[src/rtl/jfme_pkg.sv]
// Shared constants and types of the JPEG frame marker extractor.
package jfme_pkg;

   localparam int unsigned BUFFER_BYTES = 524288;

   localparam int unsigned POS_W    = 20;
   localparam int unsigned OFFSET_W = 19;
   localparam int unsigned LENGTH_W = 20;

   localparam logic [POS_W-1:0] LAST_POS = POS_W'(BUFFER_BYTES - 1);

   localparam logic [7:0] MARKER_PREFIX = 8'hFF;
   localparam logic [7:0] MARKER_SOI    = 8'hD8;
   localparam logic [7:0] MARKER_EOI    = 8'hD9;

   localparam logic [1:0] ST_OK       = 2'd0;
   localparam logic [1:0] ST_NO_START = 2'd1;
   localparam logic [1:0] ST_NO_END   = 2'd2;

   localparam int unsigned QUEUE_DEPTH = 4;
   localparam int unsigned QPTR_W      = $clog2(QUEUE_DEPTH);

   // One queue entry: up to two data results followed by an optional status result.
   typedef struct packed {
      logic [7:0]          data_byte;
      logic [1:0]          data_count;
      logic                frame_last;
      logic [LENGTH_W-1:0] frame_length;
      logic [OFFSET_W-1:0] start_offset;
      logic [1:0]          err_status;
   } cmd_type;

endpackage

[src/rtl/jfme_front.sv]
// Front end: accepts bytes, tracks the marker search and queues result commands.
module jfme_front import jfme_pkg::*; (
   input  logic       clock,
   input  logic       reset,
   input  logic       req_tvalid,
   output logic       req_tready,
   input  logic [7:0] req_tdata,
   input  logic       req_tlast,
   input  logic       queue_full,
   output logic       push,
   output cmd_type    cmd
);

   localparam logic [1:0] PH_SEARCH = 2'd0;
   localparam logic [1:0] PH_FRAME  = 2'd1;
   localparam logic [1:0] PH_DONE   = 2'd2;

   logic [7:0]          prev_byte_ff, prev_byte_in;
   logic                prev_valid_ff, prev_valid_in;
   logic [1:0]          phase_ff, phase_in;
   logic [POS_W-1:0]    position_ff, position_in;
   logic [OFFSET_W-1:0] frame_start_ff, frame_start_in;
   logic [LENGTH_W-1:0] byte_count_ff, byte_count_in;

   logic                accept;
   logic                end_of_buf;
   logic                prev_ff;
   logic [POS_W-1:0]    pos_dec;
   logic [LENGTH_W-1:0] count_inc;

   assign req_tready = !queue_full;
   assign accept     = req_tvalid && !queue_full;
   assign end_of_buf = req_tlast || (position_ff >= LAST_POS);
   assign prev_ff    = prev_valid_ff && (prev_byte_ff == MARKER_PREFIX);
   assign pos_dec    = position_ff - POS_W'(1);
   assign count_inc  = byte_count_ff + LENGTH_W'(1);

   always_comb begin
      prev_byte_in   = prev_byte_ff;
      prev_valid_in  = prev_valid_ff;
      phase_in       = phase_ff;
      frame_start_in = frame_start_ff;
      byte_count_in  = byte_count_ff;
      position_in    = position_ff + POS_W'(1);
      cmd            = '0;

      unique case (phase_ff)
         PH_SEARCH: begin
            if (prev_ff && req_tdata == MARKER_SOI) begin
               frame_start_in   = pos_dec[OFFSET_W-1:0];
               byte_count_in    = LENGTH_W'(2);
               phase_in         = PH_FRAME;
               cmd.data_count   = 2'd2;
               cmd.data_byte    = MARKER_SOI;
               cmd.start_offset = pos_dec[OFFSET_W-1:0];
            end
            prev_byte_in  = req_tdata;
            prev_valid_in = 1'b1;
         end
         PH_FRAME: begin
            byte_count_in    = count_inc;
            cmd.data_count   = 2'd1;
            cmd.data_byte    = req_tdata;
            cmd.start_offset = frame_start_ff;
            if (prev_ff && req_tdata == MARKER_EOI) begin
               cmd.frame_last   = 1'b1;
               cmd.frame_length = count_inc;
               phase_in         = PH_DONE;
            end
            prev_byte_in  = req_tdata;
            prev_valid_in = 1'b1;
         end
         PH_DONE: begin
         end
         default: begin
         end
      endcase

      if (end_of_buf) begin
         if (phase_in == PH_SEARCH) begin
            cmd.err_status   = ST_NO_START;
            cmd.start_offset = '0;
         end else if (phase_in == PH_FRAME) begin
            cmd.err_status   = ST_NO_END;
            cmd.start_offset = frame_start_in;
         end
         // Every buffer starts from a clean state.
         prev_byte_in   = '0;
         prev_valid_in  = 1'b0;
         phase_in       = PH_SEARCH;
         position_in    = '0;
         frame_start_in = '0;
         byte_count_in  = '0;
      end
   end

   assign push = accept && (cmd.data_count != 2'd0 || cmd.err_status != ST_OK);

   always_ff @(posedge clock) begin
      if (reset) begin
         prev_byte_ff   <= '0;
         prev_valid_ff  <= 1'b0;
         phase_ff       <= PH_SEARCH;
         position_ff    <= '0;
         frame_start_ff <= '0;
         byte_count_ff  <= '0;
      end else if (accept) begin
         prev_byte_ff   <= prev_byte_in;
         prev_valid_ff  <= prev_valid_in;
         phase_ff       <= phase_in;
         position_ff    <= position_in;
         frame_start_ff <= frame_start_in;
         byte_count_ff  <= byte_count_in;
      end
   end

endmodule

[src/rtl/jfme_queue.sv]
// Short command queue between the front and back ends.
module jfme_queue import jfme_pkg::*; (
   input  logic    clock,
   input  logic    reset,
   input  logic    push,
   input  cmd_type push_cmd,
   input  logic    pop,
   output cmd_type head_cmd,
   output logic    empty,
   output logic    full
);

   cmd_type entries_ff [QUEUE_DEPTH];

   logic [QPTR_W-1:0] wr_ptr_ff, wr_ptr_in;
   logic [QPTR_W-1:0] rd_ptr_ff, rd_ptr_in;
   logic [QPTR_W:0]   count_ff, count_in;

   assign empty    = (count_ff == '0);
   assign full     = (count_ff == (QPTR_W+1)'(QUEUE_DEPTH));
   assign head_cmd = entries_ff[rd_ptr_ff];

   always_comb begin
      wr_ptr_in = push ? wr_ptr_ff + QPTR_W'(1) : wr_ptr_ff;
      rd_ptr_in = pop  ? rd_ptr_ff + QPTR_W'(1) : rd_ptr_ff;
      count_in  = count_ff;
      if (push && !pop) begin
         count_in = count_ff + (QPTR_W+1)'(1);
      end else if (pop && !push) begin
         count_in = count_ff - (QPTR_W+1)'(1);
      end
   end

   always_ff @(posedge clock) begin
      if (reset) begin
         wr_ptr_ff <= '0;
         rd_ptr_ff <= '0;
         count_ff  <= '0;
      end else begin
         wr_ptr_ff <= wr_ptr_in;
         rd_ptr_ff <= rd_ptr_in;
         count_ff  <= count_in;
      end
   end

   always_ff @(posedge clock) begin
      if (push) begin
         entries_ff[wr_ptr_ff] <= push_cmd;
      end
   end

endmodule

[src/rtl/jfme_back.sv]
// Back end: expands each queued command into result transfers via an output register.
module jfme_back import jfme_pkg::*; (
   input  logic        clock,
   input  logic        reset,
   input  cmd_type     head_cmd,
   input  logic        empty,
   output logic        pop,
   output logic        rsp_tvalid,
   input  logic        rsp_tready,
   output logic [47:0] rsp_tdata,
   output logic        rsp_tlast,
   output logic [2:0]  rsp_tuser
);

   logic [1:0]          step_ff, step_in;
   logic                out_valid_ff, out_valid_in;
   logic [7:0]          out_byte_ff, out_byte_in;
   logic                is_data_ff, is_data_in;
   logic                frame_last_ff, frame_last_in;
   logic [LENGTH_W-1:0] frame_length_ff, frame_length_in;
   logic [OFFSET_W-1:0] start_offset_ff, start_offset_in;
   logic [1:0]          status_ff, status_in;

   logic       load;
   logic [1:0] total;
   logic       last_step;

   assign total     = head_cmd.data_count + {1'b0, head_cmd.err_status != ST_OK};
   assign last_step = (step_ff == total - 2'd1);
   assign load      = !empty && (!out_valid_ff || rsp_tready);
   assign pop       = load && last_step;

   always_comb begin
      step_in         = step_ff;
      out_valid_in    = out_valid_ff && !rsp_tready;
      is_data_in      = step_ff < head_cmd.data_count;
      out_byte_in     = '0;
      frame_last_in   = 1'b0;
      frame_length_in = '0;
      start_offset_in = head_cmd.start_offset;
      status_in       = head_cmd.err_status;
      if (is_data_in) begin
         status_in = ST_OK;
         // A start marker comes out as its prefix byte and then the SOI byte.
         if (head_cmd.data_count == 2'd2 && step_ff == 2'd0) begin
            out_byte_in = MARKER_PREFIX;
         end else begin
            out_byte_in = head_cmd.data_byte;
         end
         frame_last_in   = head_cmd.frame_last;
         frame_length_in = head_cmd.frame_length;
      end
      if (load) begin
         out_valid_in = 1'b1;
         step_in      = last_step ? 2'd0 : step_ff + 2'd1;
      end
   end

   always_ff @(posedge clock) begin
      if (reset) begin
         step_ff      <= '0;
         out_valid_ff <= 1'b0;
      end else begin
         step_ff      <= step_in;
         out_valid_ff <= out_valid_in;
      end
   end

   always_ff @(posedge clock) begin
      if (load) begin
         out_byte_ff     <= out_byte_in;
         is_data_ff      <= is_data_in;
         frame_last_ff   <= frame_last_in;
         frame_length_ff <= frame_length_in;
         start_offset_ff <= start_offset_in;
         status_ff       <= status_in;
      end
   end

   assign rsp_tvalid = out_valid_ff;
   assign rsp_tdata  = {1'b0, start_offset_ff, frame_length_ff, out_byte_ff};
   assign rsp_tlast  = frame_last_ff;
   assign rsp_tuser  = {status_ff, is_data_ff};

endmodule

[src/rtl/jpeg_frame_marker_extractor_unit.sv]
// Top level of the JPEG frame marker extractor.
//
// The req channel takes one captured byte per transfer, with req_tlast on the
// final byte of the capture buffer. The rsp channel gives the frame bytes from
// the FF D8 start marker through the FF D9 end marker; the D9 byte carries
// rsp_tlast, the frame length and the start offset. A buffer that ends without
// a complete frame gives one status-only transfer with an error code.
// The front end classifies a byte as it is taken and writes a command into a
// four-entry queue at the same edge. The back end expands a command into up to
// three results through an output register. The first result of a byte passes
// through its queue entry and then the output register, and waits in the queue
// while that register is held. One byte is taken per cycle; the rate falls only
// while the queue is full, which happens behind a stalled receiver or when start
// markers and status results add results faster than the spare slots take them.
// When rsp_tready is low the output register holds its result, the queue fills
// and req_tready drops once it holds four commands.
// Reset clears the marker search, the buffer position, the queue and the
// output register; no clearing pass is needed.
module jpeg_frame_marker_extractor_unit import jfme_pkg::*; (
   input  logic        clock,
   input  logic        reset,
   input  logic        req_tvalid,
   output logic        req_tready,
   input  logic [7:0]  req_tdata,   // [7:0] data_byte
   input  logic        req_tlast,
   output logic        rsp_tvalid,
   input  logic        rsp_tready,
   output logic [47:0] rsp_tdata,   // [7:0] out_byte, [27:8] frame_length,
                                    // [46:28] start_offset, [47] zero
   output logic        rsp_tlast,
   output logic [2:0]  rsp_tuser    // [0] is_data, [2:1] status
);

   cmd_type push_cmd;
   cmd_type head_cmd;
   logic    push;
   logic    pop;
   logic    empty;
   logic    full;

   jfme_front u_front (
      .clock      (clock),
      .reset      (reset),
      .req_tvalid (req_tvalid),
      .req_tready (req_tready),
      .req_tdata  (req_tdata),
      .req_tlast  (req_tlast),
      .queue_full (full),
      .push       (push),
      .cmd        (push_cmd)
   );

   jfme_queue u_queue (
      .clock    (clock),
      .reset    (reset),
      .push     (push),
      .push_cmd (push_cmd),
      .pop      (pop),
      .head_cmd (head_cmd),
      .empty    (empty),
      .full     (full)
   );

   jfme_back u_back (
      .clock      (clock),
      .reset      (reset),
      .head_cmd   (head_cmd),
      .empty      (empty),
      .pop        (pop),
      .rsp_tvalid (rsp_tvalid),
      .rsp_tready (rsp_tready),
      .rsp_tdata  (rsp_tdata),
      .rsp_tlast  (rsp_tlast),
      .rsp_tuser  (rsp_tuser)
   );

`ifndef NO_ASSERTIONS
   a_no_overflow: assert property (@(posedge clock) disable iff (reset)
      push |-> !full)
      else $error("command queue written while full");

   a_last_is_data: assert property (@(posedge clock) disable iff (reset)
      (rsp_tvalid && rsp_tlast) |-> (rsp_tuser[0] && rsp_tuser[2:1] == ST_OK))
      else $error("frame end without ok data result");

   a_status_result: assert property (@(posedge clock) disable iff (reset)
      (rsp_tvalid && !rsp_tuser[0]) |-> (rsp_tuser[2:1] != ST_OK && rsp_tdata[7:0] == 8'h00))
      else $error("status-only result without error code");

   a_reset_idle: assert property (@(posedge clock)
      $past(reset) |-> !rsp_tvalid)
      else $error("result valid right after reset");
`endif

endmodule

[config.mk]
export PLATFORM = sky130hd
export DESIGN_NAME = jpeg_frame_marker_extractor_unit
export DESIGN_NICKNAME = d
export VERILOG_FILES = /design/src/rtl/jfme_pkg.sv /design/src/rtl/jfme_front.sv /design/src/rtl/jfme_queue.sv /design/src/rtl/jfme_back.sv /design/src/rtl/jpeg_frame_marker_extractor_unit.sv
export SDC_FILE = /design/constraint.sdc
export NUM_CORES = 1
export LEC_CHECK = 0
export BUFFER_PORTS_ARGS = -buffer_cell sky130_fd_sc_hd__buf_2
export CORE_MARGIN = 1.5
export CORE_UTILIZATION = 55
export DETAILED_ROUTE_END_ITERATION = 16
export PLACE_DENSITY = 0.83
export SYNTH_ARGS = -nofsm -noshare
export SYNTH_HDL_FRONTEND = slang
export SYNTH_SLANG_ARGS = --single-unit
[constraint.sdc]
create_clock -name clock -period 4.8 [get_ports clock]
set_input_delay 0.48 -clock clock [delete_from_list [all_inputs] [get_ports clock]]
set_output_delay 0.48 -clock clock [all_outputs]
set_load 0.01 [all_outputs]
Word-level counts from Yosys, hierarchy flattened
Memories as Yosys holds them, arrays and structs flattened. A register that Yosys moved wholly into a read port is not among the register bits. Index checks and enable logic that the tools add are counted.

Bits in latches: 0. Memory bits (writable): 208. Bits in registers: 131. Input bits: 13. Memories kept: 1. ROM bits: 0. Output and inout bits: 54. Logic and storage cells: 105.

Memory list: u_queue.entries_ff (depth 4, bits a word 52, rd ports 1, clocked after memory_dff 1, write ports 1, line jfme_queue.sv:13) `cmd_type entries_ff [QUEUE_DEPTH];`.

Shift-type cells: 0. Multiplexer cells: 33. Bitwise gates (word level): 0. Div/mod/pow operators: 0. Multipliers: 0. Add/sub/neg operators: 10. Order comparisons: 2. Equal/unequal tests: 9. Reductions and logical operators: 33.

Operators by type and width (number): $mux W21 (5); $mux W19 (4); $mux W20 (3); $add A20 B1 Y20 const B (2); $pmux W20 S2 (1); $pmux W19 S2 (1); $eq A8 B8 Y1 const B (3); $mux W8 (3); $ge A20 B19 Y1 const B (1); $pmux W10 S2 (1); $sub A19 B1 Y19 const B (1); $mux W2 (6); $logic_and A1 B1 Y1 (11); $mux W10 (1); $reduce_bool A2 Y1 (5); $add A2 B1 Y2 const B (3); $logic_not A1 Y1 (6); $logic_not A2 Y1 (3); $mux W3 (2); $mux W1 (5); $eq A2 B1 Y1 const B (2); $pmux W2 S2 (1); $add A3 B1 Y3 const B (1); $eq A3 B3 Y1 const B (1); other kinds (13) (15).

Depth between registers and ports, before layout
Word-level depth: 16. Gate-level depth with buffers: 14.

Cells and area by module
Synthesis repeated with hierarchy kept, for this count alone.

Cell total of the unflattened synthesis: 946. Area total of the unflattened synthesis: 14111.0 um2.

Modules (own cells, without submodules): jfme_queue (cells each 316, sequential area each 6426.2 um2, area each 7993.9 um2, instances 1); jfme_front (cells each 509, sequential area each 1401.3 um2, area each 4032.6 um2, instances 1); jfme_back (cells each 121, sequential area each 1591.5 um2, area each 2084.5 um2, instances 1).

Least setup slack after synthesis
OpenSTA, ideal clock, no wires.

Kind: input port to flip-flop. Start: in rsp_tready. End: reg u_queue.count_ff[2]. Arrival: 4957 ps. Path buffers: 0. Cell stages on the path: 9. Setup slack: -228 ps. Path through: inv_1 -> a21oi_1 -> nand3_1 -> ha_1 -> inv_1 -> fa_1 -> xor2_1 -> or3_1 -> a21oi_1.

Word-level cells in the longest chain between the ends: 6.

RTL lines: start: declaration (line jpeg_frame_marker_extractor_unit.sv:27) `input logic rsp_tready,`; $logic_or A1 B1 Y1 * (line jfme_back.sv:30) `assign load = !empty && (!out_valid_ff || rsp_tready);`; $logic_and A1 B1 Y1 * (line jfme_back.sv:30); net u_back.load (line jfme_back.sv:24) `logic load;`; $logic_and A1 B1 Y1 * (line jfme_back.sv:31) `assign pop = load && last_step;`; $logic_not A1 Y1 (line jfme_queue.sv:27) `if (push && !pop) begin`; $logic_and A1 B1 Y1 (line jfme_queue.sv:27); $mux W3 or $reduce_bool A2 Y1 (tied branches); end signal: assignment (line jfme_queue.sv:42) `count_ff <= count_in;`; end: declaration (line jfme_queue.sv:17) `logic [QPTR_W:0] count_ff, count_in;`.

The timed path passes the listed nets; every way through them passes the cells marked *. A chain may end at the register's enable or synchronous reset.

Final worst setup path
Start: reg u_front.position_ff[0]. End: reg u_queue.count_ff[2].

Word-level cells in the longest chain between the ends: 9.

RTL lines: start: declaration (line jfme_front.sv:21) `logic [POS_W-1:0] position_ff, position_in;`; start signal: assignment (line jfme_front.sv:111) `position_ff <= position_in;`; $ge A20 B19 Y1 * (line jfme_front.sv:33) `assign end_of_buf = req_tlast || (position_ff >= LAST_POS);`; $logic_or A1 B1 Y1 * (line jfme_front.sv:33); $mux W21 * (line jfme_front.sv:79) `if (end_of_buf) begin`; $reduce_bool A2 Y1 * (line jfme_front.sv:97) `assign push = accept && (cmd.data_count != 2'd0 || cmd.err_status != ST_OK);`; $logic_or A1 B1 Y1 * (line jfme_front.sv:97); $logic_and A1 B1 Y1 * (line jfme_front.sv:97); net push (line jpeg_frame_marker_extractor_unit.sv:36) `logic push;`; $logic_not A1 Y1 (line jfme_queue.sv:29) `end else if (pop && !push) begin`; $logic_and A1 B1 Y1 (line jfme_queue.sv:29); $reduce_bool A2 Y1 (no source line).

Marked as above.

==> results.sh <==
export IMPL_power_density_nw_per_um2=491.2
export IMPL_finalSetupViolations=0
export IMPL_ctsHoldBuffers=0
export IMPL_post_route_cell_area_sq_um=15670
export IMPL_syn_cell_area_sq_um=14040
export IMPL_area_growth_pct=11.65
export IMPL_synthArstFlopShare=0
export IMPL_ir_worst_vdd_v=0.0003667
export IMPL_cts_root_buf="clkbuf_16"
export IMPL_synth_seq_cells=341
export IMPL_holdWs_ns=0.2074
export IMPL_post_route_min_period_ns=3.671
export IMPL_status="complete, no violations"
export IMPL_place_area_sq_um=14650
export IMPL_clk_latency_ns=0.56
export IMPL_antenna_found_initial=1
export IMPL_r2r_slack_ns=1.13
export IMPL_clockBufferDepth=3
export IMPL_maxSlewHeadroom=0.1789
export IMPL_hold_viol=0
export IMPL_dp_cells=1340
export IMPL_hp_class="input pin to flop"
export IMPL_grt_usage=0.2158
export IMPL_first_iter_violations=733
export IMPL_cts_resized=0
export IMPL_ant_nets=0
export IMPL_place_congestion=0.8727
export IMPL_drcViolationCount=0
export IMPL_tightest_slew_ns=1.229
export IMPL_required_ns=5.28
export IMPL_synth_fp_nets=1017
export IMPL_grt_pass1_vias=8257
export IMPL_post_drt_wl_per_cell_um=19.98
export IMPL_clk_pin_slew_worst_paths_ns=0.06
export IMPL_final_cell_mix="edfxtp_1 (259), nand2_1 (91), nor2_1 (85)"
export IMPL_initial_core_util=0.5591
export IMPL_synth_flop_cell="edfxtp_1"
export IMPL_overflow=0
export IMPL_die_w_um=162.8
export IMPL_min_period_over_period=0.7648
export IMPL_yosysWarnings=0
export IMPL_drive_above_1_share=0.1874
export IMPL_via_per_inst=5.926
export IMPL_start_kind="flop"
export IMPL_dr_pass1_iters=5
export IMPL_io_buffers=65
export IMPL_pin_count=67
export IMPL_cts_htree_levels=1
export IMPL_dp_hpwl_mm=17.74
export IMPL_timing_fmax_ghz=0.2724
export IMPL_crit_fanout=14
export IMPL_path_class="flop to flop"
export IMPL_setup_tns_final_ns=0
export IMPL_cts_sinks=341
export IMPL_grt_setup_unrepaired="false"
export IMPL_fin_nets=1068
export IMPL_post_cts_buffers=0
export IMPL_ys_types=64
export IMPL_netlist_instances=992
export IMPL_cp_data_arrival_time_ns=4.16
export IMPL_via_count=8285
export IMPL_die_y_um=162.8
export IMPL_worst_slack_ns=1.129
export IMPL_cts_tree="built"
export IMPL_place_ws_ns=1.075
export IMPL_dieArea_sq_um=26490
export IMPL_num_rows=58
export IMPL_wl_mm=27.94
export IMPL_slew_viol_final=0
export IMPL_numCtsBuffers=31
export IMPL_p_leak_nw=5.289
export IMPL_cap_violations=0
export IMPL_fin_worst_skew_ns=0.02349
export IMPL_fin_cells=1398
export IMPL_syn_avg_cell_area_sq_um=14.15
export IMPL_grt_pass1_wl_mm=44.26
export IMPL_synth_edf_count=259
export IMPL_final_common_cell="edfxtp_1"
export IMPL_grt_max_degree=54
export IMPL_critical_path_endpoint_type="flop"
export IMPL_yosysSeqAreaShare=0.6709
export IMPL_core_area_sq_um=25110
metrics by stage:
stage,util,power [W]
final,0.6242,0.007698
after global routing,0.6241,0.008009
after CTS,0.6241,0.007753
after detailed placement,0.5835,0.005359
after global placement,0.5835,0.005296
after floorplan,-,0.004819
path summary, 6_finish.rpt:
kind                             startpoint                         to  cells after the start
hold / removal                 req_tdata[7]    u_front.prev_byte_ff[7]                      3
setup reg to reg     u_front.position_ff[0]        u_queue.count_ff[2]                     11
hold reg to reg   u_front.frame_start_ff[7]  u_front.frame_start_ff[7]                      2
setup / recovery     u_front.position_ff[0]        u_queue.count_ff[2]                     11
flip-flops by register name, indices dropped and copies added, names as in the netlist, named ones only:
signal	count
u_back.step_ff	2
u_back.out_byte_ff	8
u_queue.count_ff	3
u_back.is_data_ff	1
u_queue.wr_ptr_ff	2
u_front.prev_valid_ff	1
u_front.byte_count_ff	20
u_back.frame_length_ff	20
u_back.rsp_tvalid	1
u_back.status_ff	2
u_front.prev_byte_ff	8
u_front.phase_ff	2
u_queue.entries_ff	208
u_back.rsp_tlast	1
u_queue.rd_ptr_ff	2
u_front.frame_start_ff	19
u_front.position_ff	20
u_back.start_offset_ff	19
where the power goes:
part           total, W  internal, W  switching [W]
registers       0.00379      0.00365       0.000144
logic           0.00149     0.000572       0.000921
clock network   0.00241      0.00141        0.00100
total           0.00770      0.00563        0.00207
worst max-delay path, cell delays in order, from the launching register on:
cell and delay (ns):
dfxtp_1 0.46, ha_1 0.25, nand4_1 0.15, nor2_1 0.45
a21oi_2 0.32, a311oi_2 0.60, ha_1 0.28, inv_1 0.07
fa_1 0.37, xor2_1 0.19, or3_1 0.31, a21oi_1 0.15
cell families (layout without fill, tap and decap cells):
logic type | count (synthesis) | count (layout) | share of synthesized area
DFF | 341 | 341 | 0.6709
and+or+nand+nor | 305 | 305 | 0.1063
xor gates and xnor gates | 50 | 50 | 0.03119
buffers and inverters | 98 | 173 | 0.02897
AOI/OAI and AO/OA | 127 | 127 | 0.06328
adders and majority gates | 12 | 12 | 0.01123
muxes | 58 | 58 | 0.08779
other | 1 | 2 | 0.0002671
final cells by class:
type / instances / area, sq um
fill: 1743 / 9435
multi-input combinational: 553 / 4232
timing repair buffer: 79 / 442.9
inverter: 37 / 138.9
sequential: 341 / 9424
clock inverter: 14 / 120.1
tap: 330 / 412.9
antenna: 1 / 2.502
clock buffer: 43 / 900.9
per-layer routing:
layer / vias to the layer above / wire length [um] / part of all wire / track usage
li1: 3803 / - / - / -
met1: 4112 / 11820 / 0.42 / 0.3014
met2: 326 / 13550 / 0.49 / 0.3559
met3: 44 / 2015 / 0.072 / 0.03565
met4: 0 / 554 / 0.020 / 0.05421
met5: - / 0 / 0 / 0
cells in the mapped netlist, types with 14 or more instances:
cell / n / area, sq um
nand4_1: 15 / 93.84
a21oi_1: 30 / 150.1
nand3_1: 20 / 100.1
mux4_2: 52 / 1171
dfxtp_1: 82 / 1642
o21ai_0: 27 / 135.1
xor2_1: 26 / 227.7
nor2_1: 85 / 319.1
nand2_1: 91 / 341.6
clkbuf_1: 39 / 146.4
and2_1: 14 / 87.58
xnor2_1: 24 / 210.2
nor2b_1: 25 / 156.4
inv_1: 36 / 135.1
o32ai_1: 17 / 148.9
edfxtp_1: 259 / 7777
No activity file was read; power rests on OpenSTA's default activity.
